`config.mk`:
```
export PLATFORM = sky130hd
export DESIGN_NAME = tsr_ctrl
export DESIGN_NICKNAME = d
export VERILOG_FILES = /design/src/rtl/tsr_pkg.sv /design/src/rtl/tsr_ctrl.sv
export SDC_FILE = /design/constraint.sdc
export NUM_CORES = 1
export LEC_CHECK = 0
export BUFFER_PORTS_ARGS = -buffer_cell sky130_fd_sc_hd__clkbuf_2
export CAP_MARGIN = 20
export CORE_AREA = 3 3 40 42
export DETAILED_ROUTE_END_ITERATION = 6
export DIE_AREA = 0 0 43 45
export PLACE_DENSITY = 0.72
export SYNTH_ARGS = -nofsm -noshare
export SYNTH_HDL_FRONTEND = slang
export SYNTH_SLANG_ARGS = --single-unit
```
`constraint.sdc`:
```
create_clock -name clk -period 1.1 [get_ports clk]
set_input_delay 0.22 -clock clk [delete_from_list [all_inputs] [get_ports clk]]
set_output_delay 0.22 -clock clk [all_outputs]
set_load 0.005 [all_outputs]
```
`src/rtl/tsr_pkg.sv`:
```
// shared constants and controller/datapath interface types for the stream reassembly block
package tsr_pkg;

  localparam int BUF_BYTES = 16384;
  localparam int OFF_W     = 14;
  localparam int LEN_W     = 15;
  localparam int MAX_HOLES = 128;
  localparam int HIDX_W    = 7;
  localparam int HCNT_W    = 8;
  localparam int HENT_W    = 2 * LEN_W;

  localparam logic [1:0] REQ_SEG   = 2'd0;
  localparam logic [1:0] REQ_READ  = 2'd1;
  localparam logic [1:0] REQ_CLEAR = 2'd2;

  typedef struct packed {
    logic latch;
    logic dec;
    logic clr_start;
    logic clr_step;
    logic byte_upd;
    logic rd_done;
    logic emit_plain;
    logic wset;
    logic wrd;
    logic wproc;
    logic wspl;
    logic wfin;
  } cmd_t;

  typedef struct packed {
    logic dec_clear;
    logic dec_read;
    logic dec_byte;
    logic dec_walk;
    logic last;
    logic clr_last;
    logic hcnt_zero;
    logic split;
    logic wdone;
  } status_t;

endpackage

```
`src/rtl/tsr_ctrl.sv`:
```
// sequencing state machine for the stream reassembly block
module tsr_ctrl (
  input  logic              clk,
  input  logic              rst_n,
  input  logic              start,
  output logic              busy,
  input  tsr_pkg::status_t  st,
  output tsr_pkg::cmd_t     cmd
);

  localparam logic [3:0] S_CLR   = 4'd0;
  localparam logic [3:0] S_IDLE  = 4'd1;
  localparam logic [3:0] S_DEC   = 4'd2;
  localparam logic [3:0] S_BYTE  = 4'd3;
  localparam logic [3:0] S_RDRES = 4'd4;
  localparam logic [3:0] S_WSET  = 4'd5;
  localparam logic [3:0] S_WRD   = 4'd6;
  localparam logic [3:0] S_WPROC = 4'd7;
  localparam logic [3:0] S_WSPL  = 4'd8;
  localparam logic [3:0] S_WFIN  = 4'd9;

  logic [3:0] state_r;
  logic [3:0] state_nxt;

  always_ff @(posedge clk) begin
    if (!rst_n) begin
      state_r <= S_CLR;
    end else begin
      state_r <= state_nxt;
    end
  end

  assign busy = (state_r != S_IDLE);

  always_comb begin
    cmd       = '0;
    state_nxt = state_r;
    unique case (state_r)
      S_CLR: begin
        cmd.clr_step = 1'b1;
        if (st.clr_last) state_nxt = S_IDLE;
      end
      S_IDLE: begin
        if (start) begin
          cmd.latch = 1'b1;
          state_nxt = S_DEC;
        end
      end
      S_DEC: begin
        cmd.dec = 1'b1;
        priority if (st.dec_clear) begin
          cmd.clr_start = 1'b1;
          state_nxt     = S_CLR;
        end else if (st.dec_read) begin
          state_nxt = S_RDRES;
        end else if (st.dec_byte) begin
          state_nxt = S_BYTE;
        end else if (st.dec_walk) begin
          state_nxt = S_WSET;
        end else begin
          cmd.emit_plain = 1'b1;
          state_nxt      = S_IDLE;
        end
      end
      S_BYTE: begin
        cmd.byte_upd = 1'b1;
        if (st.last) begin
          state_nxt = S_WSET;
        end else begin
          cmd.emit_plain = 1'b1;
          state_nxt      = S_IDLE;
        end
      end
      S_RDRES: begin
        cmd.rd_done = 1'b1;
        state_nxt   = S_IDLE;
      end
      S_WSET: begin
        cmd.wset  = 1'b1;
        state_nxt = st.hcnt_zero ? S_WFIN : S_WRD;
      end
      S_WRD: begin
        cmd.wrd   = 1'b1;
        state_nxt = S_WPROC;
      end
      S_WPROC: begin
        cmd.wproc = 1'b1;
        priority if (st.split) state_nxt = S_WSPL;
        else if (st.wdone)     state_nxt = S_WFIN;
        else                   state_nxt = S_WRD;
      end
      S_WSPL: begin
        cmd.wspl  = 1'b1;
        state_nxt = st.wdone ? S_WFIN : S_WRD;
      end
      S_WFIN: begin
        cmd.wfin  = 1'b1;
        state_nxt = S_IDLE;
      end
      default: begin
        state_nxt = S_CLR;
      end
    endcase
  end

endmodule

```
==> flow_metrics.env, run 1 <==
export IMPL_grt_usage=0.199
export IMPL_row_count=13
export IMPL_numCtsBuffers=3
export IMPL_ys_dominant_reg_cell="dfxtp_1"
export IMPL_path_class="flip-flop to primary output"
export IMPL_setup_viol=17
export IMPL_vias=711
export IMPL_syn_avg_cell_area_um2=7.09
export IMPL_drv_slew=0
export IMPL_synthMostInstantiatedCell="nor2_1"
export IMPL_synth_area_leaders="dfxtp_1 18%, nor3_2 6.7%, nor2_1 6.7%"
export IMPL_rsz0062_at_grt="true"
export IMPL_clock_sinks=4
export IMPL_outcome="complete, but fails checks"
export IMPL_reg_top3="state_r x4"
export IMPL_die_h_um=45
export IMPL_p_sw_frac=0.333
export IMPL_first_pass_iters=4
export IMPL_clk_path_buf_depth=2
export IMPL_largest_reg_flops=4
export IMPL_worst_setup_path_start_kind="flip-flop"
export IMPL_syn2layout_area_growth_pct=128
export IMPL_drcViolationCount=0
export IMPL_dpl_hpwl_mm=1.19
export IMPL_ys_warn_count=0
export IMPL_num_nets_final=134
export IMPL_slew_limit_headroom=0.780
export IMPL_grt_max_degree=9
export IMPL_hold_slack_ps=257
export IMPL_power_switching_mw=0.253
export IMPL_power_mw=0.760
export IMPL_drive_gt1_frac=0.708
export IMPL_seqPwrFrac=0.238
export IMPL_netlist_top_cells_count="8 x nor2_1, 4 x dfxtp_1, 4 x nand2_1"
export IMPL_port_buffers=24
export IMPL_cts_tree="built"
export IMPL_worstHoldEndpoint="state_r[2]"
export IMPL_synth_top_area_frac=0.179
export IMPL_synth_area_leader_cell="dfxtp_1"
export IMPL_max_freq_mhz=670
export IMPL_cp_max_fo=3
export IMPL_synth_cells=63
export IMPL_r2r_end="state_r[0]"
export IMPL_viasPerCell=5.27
export IMPL_synth_edf_count=0
export IMPL_coreArea_um2=1280
export IMPL_cts_root_buf="clkbuf_4"
export IMPL_io_pins=25
export IMPL_globalplace_congestion=0.864
export IMPL_min_path_type="input port to flip-flop"
export IMPL_ir_drop_mv=0.405
export IMPL_clk_pin_slew_ps=40
export IMPL_die_width_um=43
export IMPL_startpoint="state_r[3]"
export IMPL_min_period_ps=1490
export IMPL_r2r_cells=5
export IMPL_dieArea_um2=1940
export IMPL_skew_ps=4.42
export IMPL_grt_pass1_vias=675
export IMPL_synthArstFlopShare=0
export IMPL_wl_per_cell_um=14.7
export IMPL_max_slew_worst_pin_slew_ps=329
export IMPL_end_kind="primary output"
export IMPL_antenna_found_initial=0
export IMPL_clockPowerShare=0.237
export IMPL_overflow=0
export IMPL_min_from="rst_n"
export IMPL_postRouteAntennaNets=0
export IMPL_largest_register="state_r"
export IMPL_antennaDiodeCount=0
export IMPL_comb_power_share=0.525
export IMPL_synthesis_nets=75
export IMPL_ys_ff_latch=4
export IMPL_ys_seq_area_frac=0.179
export IMPL_reg2reg_slack_ps=-310
export IMPL_clk_latency_ps=240
export IMPL_p_leak_nw=0.478
export IMPL_hold_violations=0
export IMPL_first_iter_violations=18
export IMPL_p_per_area_nw_per_um2=748
export IMPL_period_share=1.36
export IMPL_violations="negative setup slack"
export IMPL_internal_power_mw=0.508
export IMPL_crit_arrival_ps=1270
export IMPL_reg2reg_from="state_r[1]"
export IMPL_htreeDepth=1
export IMPL_crit_required_ps=880
export IMPL_timing_final_ws_setup_ps=-393
export IMPL_netlist_area_um2=447
export IMPL_grt_pass1_wl_mm=2.91
export IMPL_start_util=0.348
export IMPL_routed_wl_mm=1.99
export IMPL_hold_path_depth=2
export IMPL_yosysUniqueCellTypes=33
export IMPL_maxCapViolCount=0
[routing by layer]
metal	share of wire	track usage	vias to the layer above
met3	0.059	0.0120	4
li1	-	-	340
met4	0.014	0.0843	0
met5	0	0	-
met1	0.37	0.220	337
met2	0.56	0.392	30
[worst max path at each step]
stage,to,slack (ps),depth (start not counted)
6_report,cmd[9],-390,6
4_1_cts,cmd[5],-330,5
5_1_grt,cmd[9],-450,6
3_5_place_dp,state_r[0],-320,7
3_3_place_gp,state_r[0],-220,7
2_1_floorplan,cmd[5],-110,4
[critical path, stage by stage (launching register included)]
cell and delay [ps]:
dfxtp_2 320, nand2b_4 150, nor3_4 130, buf_4 140, buf_6 100, and2_4 130
buf_6 80
[layout make-up]
| cell class | count | area [um^2] |
|---|---|---|
| clock buffer | 3 | 22.5 |
| sequential | 4 | 92.6 |
| tap | 15 | 18.8 |
| timing repair buffer | 58 | 437 |
| multi-input combinational | 51 | 432 |
| inverter | 4 | 15.0 |
| fill | 88 | 268 |
[metrics by stage]
stage | cells | util | TNS, ps | worst slack (ps) | area [um^2]
after detailed placement | 116 | 0.546 | -2430 | -324 | 702
after global routing | 135 | 0.792 | -5590 | -446 | 1020
after CTS | 129 | 0.720 | -4260 | -332 | 925
final | 135 | 0.792 | -4760 | -393 | 1020
after global placement | 116 | 0.546 | -1730 | -216 | 702
after floorplan | 63 | - | -105 | -105 | 463
[power by group through the flow]
stage / Combinational [mW] / Sequential, mW / Clock [mW]
3_5_place_dp: 0.264 / 0.178 / 0
3_3_place_gp: 0.255 / 0.177 / 0
2_1_floorplan: 0.133 / 0.170 / 0
6_report: 0.399 / 0.181 / 0.180
4_1_cts: 0.337 / 0.182 / 0.183
5_1_grt: 0.428 / 0.184 / 0.184
[cells by family (layout without fill, tap and decap cells)]
group,Yosys count,after routing,share of synthesized area
and+or+nand+nor,34,34,0.459
AOI/OAI and AO/OA,16,16,0.246
buffers and inverters,8,65,0.0924
DFF,4,4,0.179
muxes,1,1,0.0224
[layout by cell type, fill, tap and decap left out, types with 3 or more instances in the layout]
| cell | netlist | layout |
|---|---|---|
| buf_2 | 3 | 3 |
| nand2b_4 | 0 | 3 |
| inv_1 | 3 | 3 |
| o21ai_0 | 3 | 3 |
| nor3_4 | 1 | 4 |
| dfxtp_4 | 0 | 3 |
| clkbuf_2 | 0 | 19 |
| buf_4 | 0 | 21 |
| nor2_1 | 8 | 6 |
| buf_6 | 1 | 15 |
| clkbuf_4 | 0 | 3 |
| nand2_1 | 4 | 3 |
[timing repair]
action                     in CTS  in global routing
buffers inserted               10                  8
gates resized for setup        29                 17
pin swaps                       9                 10
hold buffers                    0                  0
setup endpoints to repair      17                 17
Note: power is estimated with default switching activity, not from simulation.
==> inputs of run 2 (changes only) <==
- CORE_AREA: 3 3 40 42 -> 2 2 39 41
- DIE_AREA: 0 0 43 45 -> 0 0 41 43
- REMOVE_ABC_BUFFERS: not set -> 1
==> flow_metrics.env, run 2 (synthesis gave the netlist of run 1 again) <==
export IMPL_outcome="complete, but fails checks"
export IMPL_violations="negative setup slack"
export IMPL_coreArea_um2=1380
export IMPL_worst_setup_path_start_kind="flip-flop"
export IMPL_io_pins=25
export IMPL_dpl_hpwl_mm=1.11
export IMPL_antennaDiodeCount=0
export IMPL_crit_path_top_delay_cell="dfxtp_4"
export IMPL_gr_usage_met2=0.325
export IMPL_clk_path_buf_depth=2
export IMPL_layout_cells_non_filler=130
export IMPL_endpoint="cmd[3]"
export IMPL_final_util=0.695
export IMPL_cp_slowest_stage_delay_ps=350
export IMPL_p_per_area_nw_per_um2=770
export IMPL_p_leak_nw=0.444
export IMPL_antenna_found_initial=0
export IMPL_viasPerCell=5.42
export IMPL_finalInstanceArea_um2=962
export IMPL_die_width_um=41
export IMPL_setup_viol=17
export IMPL_reg2reg_from="state_r[0]"
export IMPL_cts_root_buf="clkbuf_4"
export IMPL_fin_tns_setup_ps=-5800
export IMPL_placed_area_um2=681
export IMPL_grt_busiest_layer="met2"
export IMPL_postRouteAntennaNets=0
export IMPL_rsz0062_at_grt="true"
export IMPL_r2r_end="state_r[1]"
export IMPL_reg_top3="state_r x4"
export IMPL_power_mw=0.741
export IMPL_wl_per_cell_um=14.9
export IMPL_hold_violations=0
export IMPL_drcViolationCount=0
export IMPL_grt_pass1_vias=568
export IMPL_cts_tree="built"
export IMPL_htreeDepth=1
export IMPL_first_pass_iters=4
export IMPL_min_path_type="input port to flip-flop"
export IMPL_ir_drop_mv=0.399
export IMPL_hold_path_depth=3
export IMPL_r2r_cells=8
export IMPL_grt_met3_usage=0.0314
export IMPL_largest_reg_flops=4
export IMPL_crit_required_ps=880
export IMPL_routed_wl_mm=1.93
export IMPL_hold_slack_ps=243
export IMPL_overflow=0
export IMPL_drv_slew=0
export IMPL_timing_final_ws_setup_ps=-432
export IMPL_cp_max_fo=5
export IMPL_startpoint="state_r[3]"
export IMPL_start_util=0.323
export IMPL_syn2layout_area_growth_pct=115
export IMPL_die_h_um=43
export IMPL_drive_gt1_frac=0.675
export IMPL_period_share=1.39
export IMPL_grt_usage=0.200
export IMPL_clk_latency_ps=250
export IMPL_postCtsHoldBufs=0
export IMPL_min_period_ps=1530
export IMPL_numCtsBuffers=3
export IMPL_layout_common_cells="19 x buf_4, 17 x clkbuf_2, 11 x buf_6"
export IMPL_slew_limit_headroom=0.833
export IMPL_max_freq_mhz=653
export IMPL_clk_pin_slew_ps=40
export IMPL_crit_arrival_ps=1310
export IMPL_max_slew_worst_pin_slew_ps=249
export IMPL_reg2reg_slack_ps=-330
export IMPL_globalplace_congestion=0.861
export IMPL_maxCapViolCount=0
export IMPL_first_iter_violations=13
export IMPL_clock_sinks=4
export IMPL_skew_ps=0.341
export IMPL_grt_max_degree=11
export IMPL_grt_pass1_wl_mm=2.36
export IMPL_largest_register="state_r"
export IMPL_placed_cells=115
export IMPL_end_kind="primary output"
export IMPL_path_class="flip-flop to primary output"
export IMPL_final_common_cell="buf_4"
export IMPL_row_count=14
export IMPL_num_nets_final=128
export IMPL_met1_usage=0.230
export IMPL_crit_path_cell_trace="buf_4, buf_6, nand3b_1, nor2_2, buf_2"
export IMPL_port_buffers=24
export IMPL_post_place_ws_ps=-211
export IMPL_dieArea_um2=1760
export IMPL_vias=704
-- run 2: worst max-delay path: cells and delay by family, from the launching register on --
kind	cells	cell delay (ps)
buffers and inverters	3	360
AND/OR/NAND/NOR	2	350
flip-flops	1	350
-- run 2: power breakdown --
part / internal, mW / leakage, nW / switching (mW)
sequential: 0.153 / 0.0355 / 0.0152
combinational: 0.213 / 0.395 / 0.169
clock: 0.123 / 0.0138 / 0.0687
total: 0.488 / 0.444 / 0.253
-- run 2: worst min-delay path by stage --
stage                     startpoint         end  slack (ps)
after CTS                      rst_n  state_r[1]         250
after floorplan                rst_n  state_r[1]         340
after global placement         rst_n  state_r[1]         490
after detailed placement       rst_n  state_r[1]         510
final                          rst_n  state_r[1]         240
after global routing           rst_n  state_r[1]         250
-- run 2: metal layers --
layer,vias to the layer above,routed length (um)
met5,-,0
met4,0,53
met3,7,99
met2,28,1010
met1,341,768
li1,328,-
-- run 2: layout make-up --
type	count	area [um^2]
Tap cell	16	20.0
Timing Repair Buffer	52	387
Multi-Input combinational cell	51	423
Inverter	4	15.0
Clock buffer	3	22.5
Fill cell	109	422
Sequential cell	4	95.1
-- run 2: timing repair --
action                                  CTS  global route
pin swaps                                 1             8
buffers inserted                          1            11
endpoints found under the setup margin   17            17
resized for setup                        17            27
==> inputs of run 3 (changes only) <==
- CTS_CLUSTER_SIZE: not set -> 20
- PLACE_DENSITY: 0.72 -> 0.69
- clock period: 1.1 -> 1.9 ns (I/O delays scaled with it)
==> flow_metrics.env, run 3 (synthesis gave the netlist of run 1 again) <==
export IMPL_register_area_um2=82.6
export IMPL_reg_top3="state_r x4"
export IMPL_power_mw=0.319
export IMPL_outcome="finished clean"
export IMPL_final_util=0.439
export IMPL_clk_pin_slew_ps=40
export IMPL_viasPerCell=5.13
export IMPL_cts_resized=0
export IMPL_finalInstanceArea_um2=608
export IMPL_drcViolationCount=0
export IMPL_grt_usage=0.148
export IMPL_htreeDepth=1
export IMPL_clk_latency_ps=240
export IMPL_period_share=0.924
export IMPL_fin_tns_setup_ps=0
export IMPL_clk_path_buf_depth=2
export IMPL_placed_area_um2=583
export IMPL_port_buffers=24
export IMPL_p_per_area_nw_per_um2=524
export IMPL_wl_per_cell_um=10.8
export IMPL_p_sw_frac=0.330
export IMPL_skew_ps=4.03
export IMPL_first_iter_violations=9
export IMPL_layout_common_cells="24 x clkbuf_2, 8 x nor2_1, 4 x nand2_1"
export IMPL_p_leak_nw=0.292
export IMPL_drv_slew=0
export IMPL_first_pass_iters=3
export IMPL_dpl_hpwl_um=863
export IMPL_post_cts_buffers=0
export IMPL_max_freq_mhz=569
export IMPL_drive_gt1_frac=0.438
export IMPL_row_count=14
export IMPL_die_width_um=41
export IMPL_numCtsBuffers=3
export IMPL_final_common_cell="clkbuf_2"
export IMPL_grt_max_degree=16
export IMPL_hold_path_depth=3
export IMPL_clockPowerShare=0.338
export IMPL_antenna_found_initial=0
export IMPL_io_pins=25
export IMPL_syn2layout_area_growth_pct=36.1
export IMPL_hold_violations=0
export IMPL_cp_max_fo=4
export IMPL_path_class="flip-flop to primary output"
export IMPL_ir_drop_mv=0.183
export IMPL_antennaDiodeCount=0
export IMPL_crit_required_ps=1520
export IMPL_power_switching_mw=0.105
export IMPL_setup_viol=0
export IMPL_reg2reg_slack_ps=460
export IMPL_multi_input_area_um2=325
export IMPL_min_path_type="input port to flip-flop"
export IMPL_timing_final_ws_setup_ps=144
export IMPL_min_from="rst_n"
export IMPL_layout_cells_non_filler=105
export IMPL_coreArea_um2=1380
export IMPL_comb_power_share=0.341
export IMPL_largest_register="state_r"
export IMPL_rsz0062_at_grt="false"
export IMPL_nFillCells=142
export IMPL_r2r_cells=5
export IMPL_start_util=0.323
export IMPL_hold_slack_ps=397
export IMPL_routed_wl_mm=1.13
export IMPL_maxCapViolCount=0
export IMPL_postRouteAntennaNets=0
export IMPL_postCtsHoldBufs=0
export IMPL_worstHoldEndpoint="state_r[1]"
export IMPL_clock_sinks=4
export IMPL_cts_tree="built"
export IMPL_placed_cells=102
export IMPL_internal_power_mw=0.214
export IMPL_seqPwrFrac=0.321
export IMPL_grt_pass1_vias=446
export IMPL_cts_root_buf="clkbuf_4"
export IMPL_slew_limit_headroom=0.733
export IMPL_vias=539
export IMPL_grt_pass1_wl_mm=1.77
export IMPL_overflow=0
export IMPL_crit_arrival_ps=1380
export IMPL_post_place_ws_ps=315
export IMPL_max_slew_worst_pin_slew_ps=400
export IMPL_largest_reg_flops=4
export IMPL_r2r_end="state_r[1]"
export IMPL_die_h_um=43
export IMPL_globalplace_congestion=0.765
export IMPL_dieArea_um2=1760
export IMPL_worst_setup_path_start_kind="flip-flop"
export IMPL_end_kind="primary output"
export IMPL_min_period_ps=1760
export IMPL_num_nets_final=103
export IMPL_reg2reg_from="state_r[1]"
==> run 3: how the worst max path moves through the flow <==
stage / start / to / slack, ps / depth (start not counted)
detailed placement: state_r[2] / cmd[11] / 310 / 4
finish: state_r[3] / cmd[5] / 140 / 5
global placement: state_r[2] / cmd[11] / 340 / 4
CTS: state_r[2] / cmd[11] / 60 / 4
floorplan: state_r[1] / cmd[5] / 370 / 4
global route: state_r[3] / cmd[5] / 30 / 5
==> run 3: metal layers <==
metal | track usage | share of wire
met1 | 0.183 | 0.46
met2 | 0.225 | 0.47
met3 | 0.0157 | 0.054
met4 | 0.100 | 0.013
met5 | 0 | 0
==> run 3: power groups by stage <==
stage                     registers (mW)  clock network [mW]  logic [mW]
after detailed placement           0.102                   0       0.108
after global routing               0.104               0.116       0.123
final                              0.102               0.108       0.109
after CTS                          0.101               0.111       0.109
after global placement             0.102                   0       0.107
after floorplan                    0.108                   0      0.0558
==> run 3: worst max-delay path, stage by stage, from the launching register on <==
cell	delay, ps
dfxtp_1	300
nand2b_1	220
nor3_4	200
a32oi_1	130
nor3_1	160
clkbuf_2	140
==> run 3: layout make-up <==
cell class | count | share of cell area
Multi-Input combinational cell | 51 | 0.535
Timing Repair Buffer | 27 | 0.235
Sequential cell | 4 | 0.136
Clock buffer | 3 | 0.0370
Tap cell | 16 | 0.0329
Inverter | 4 | 0.0247
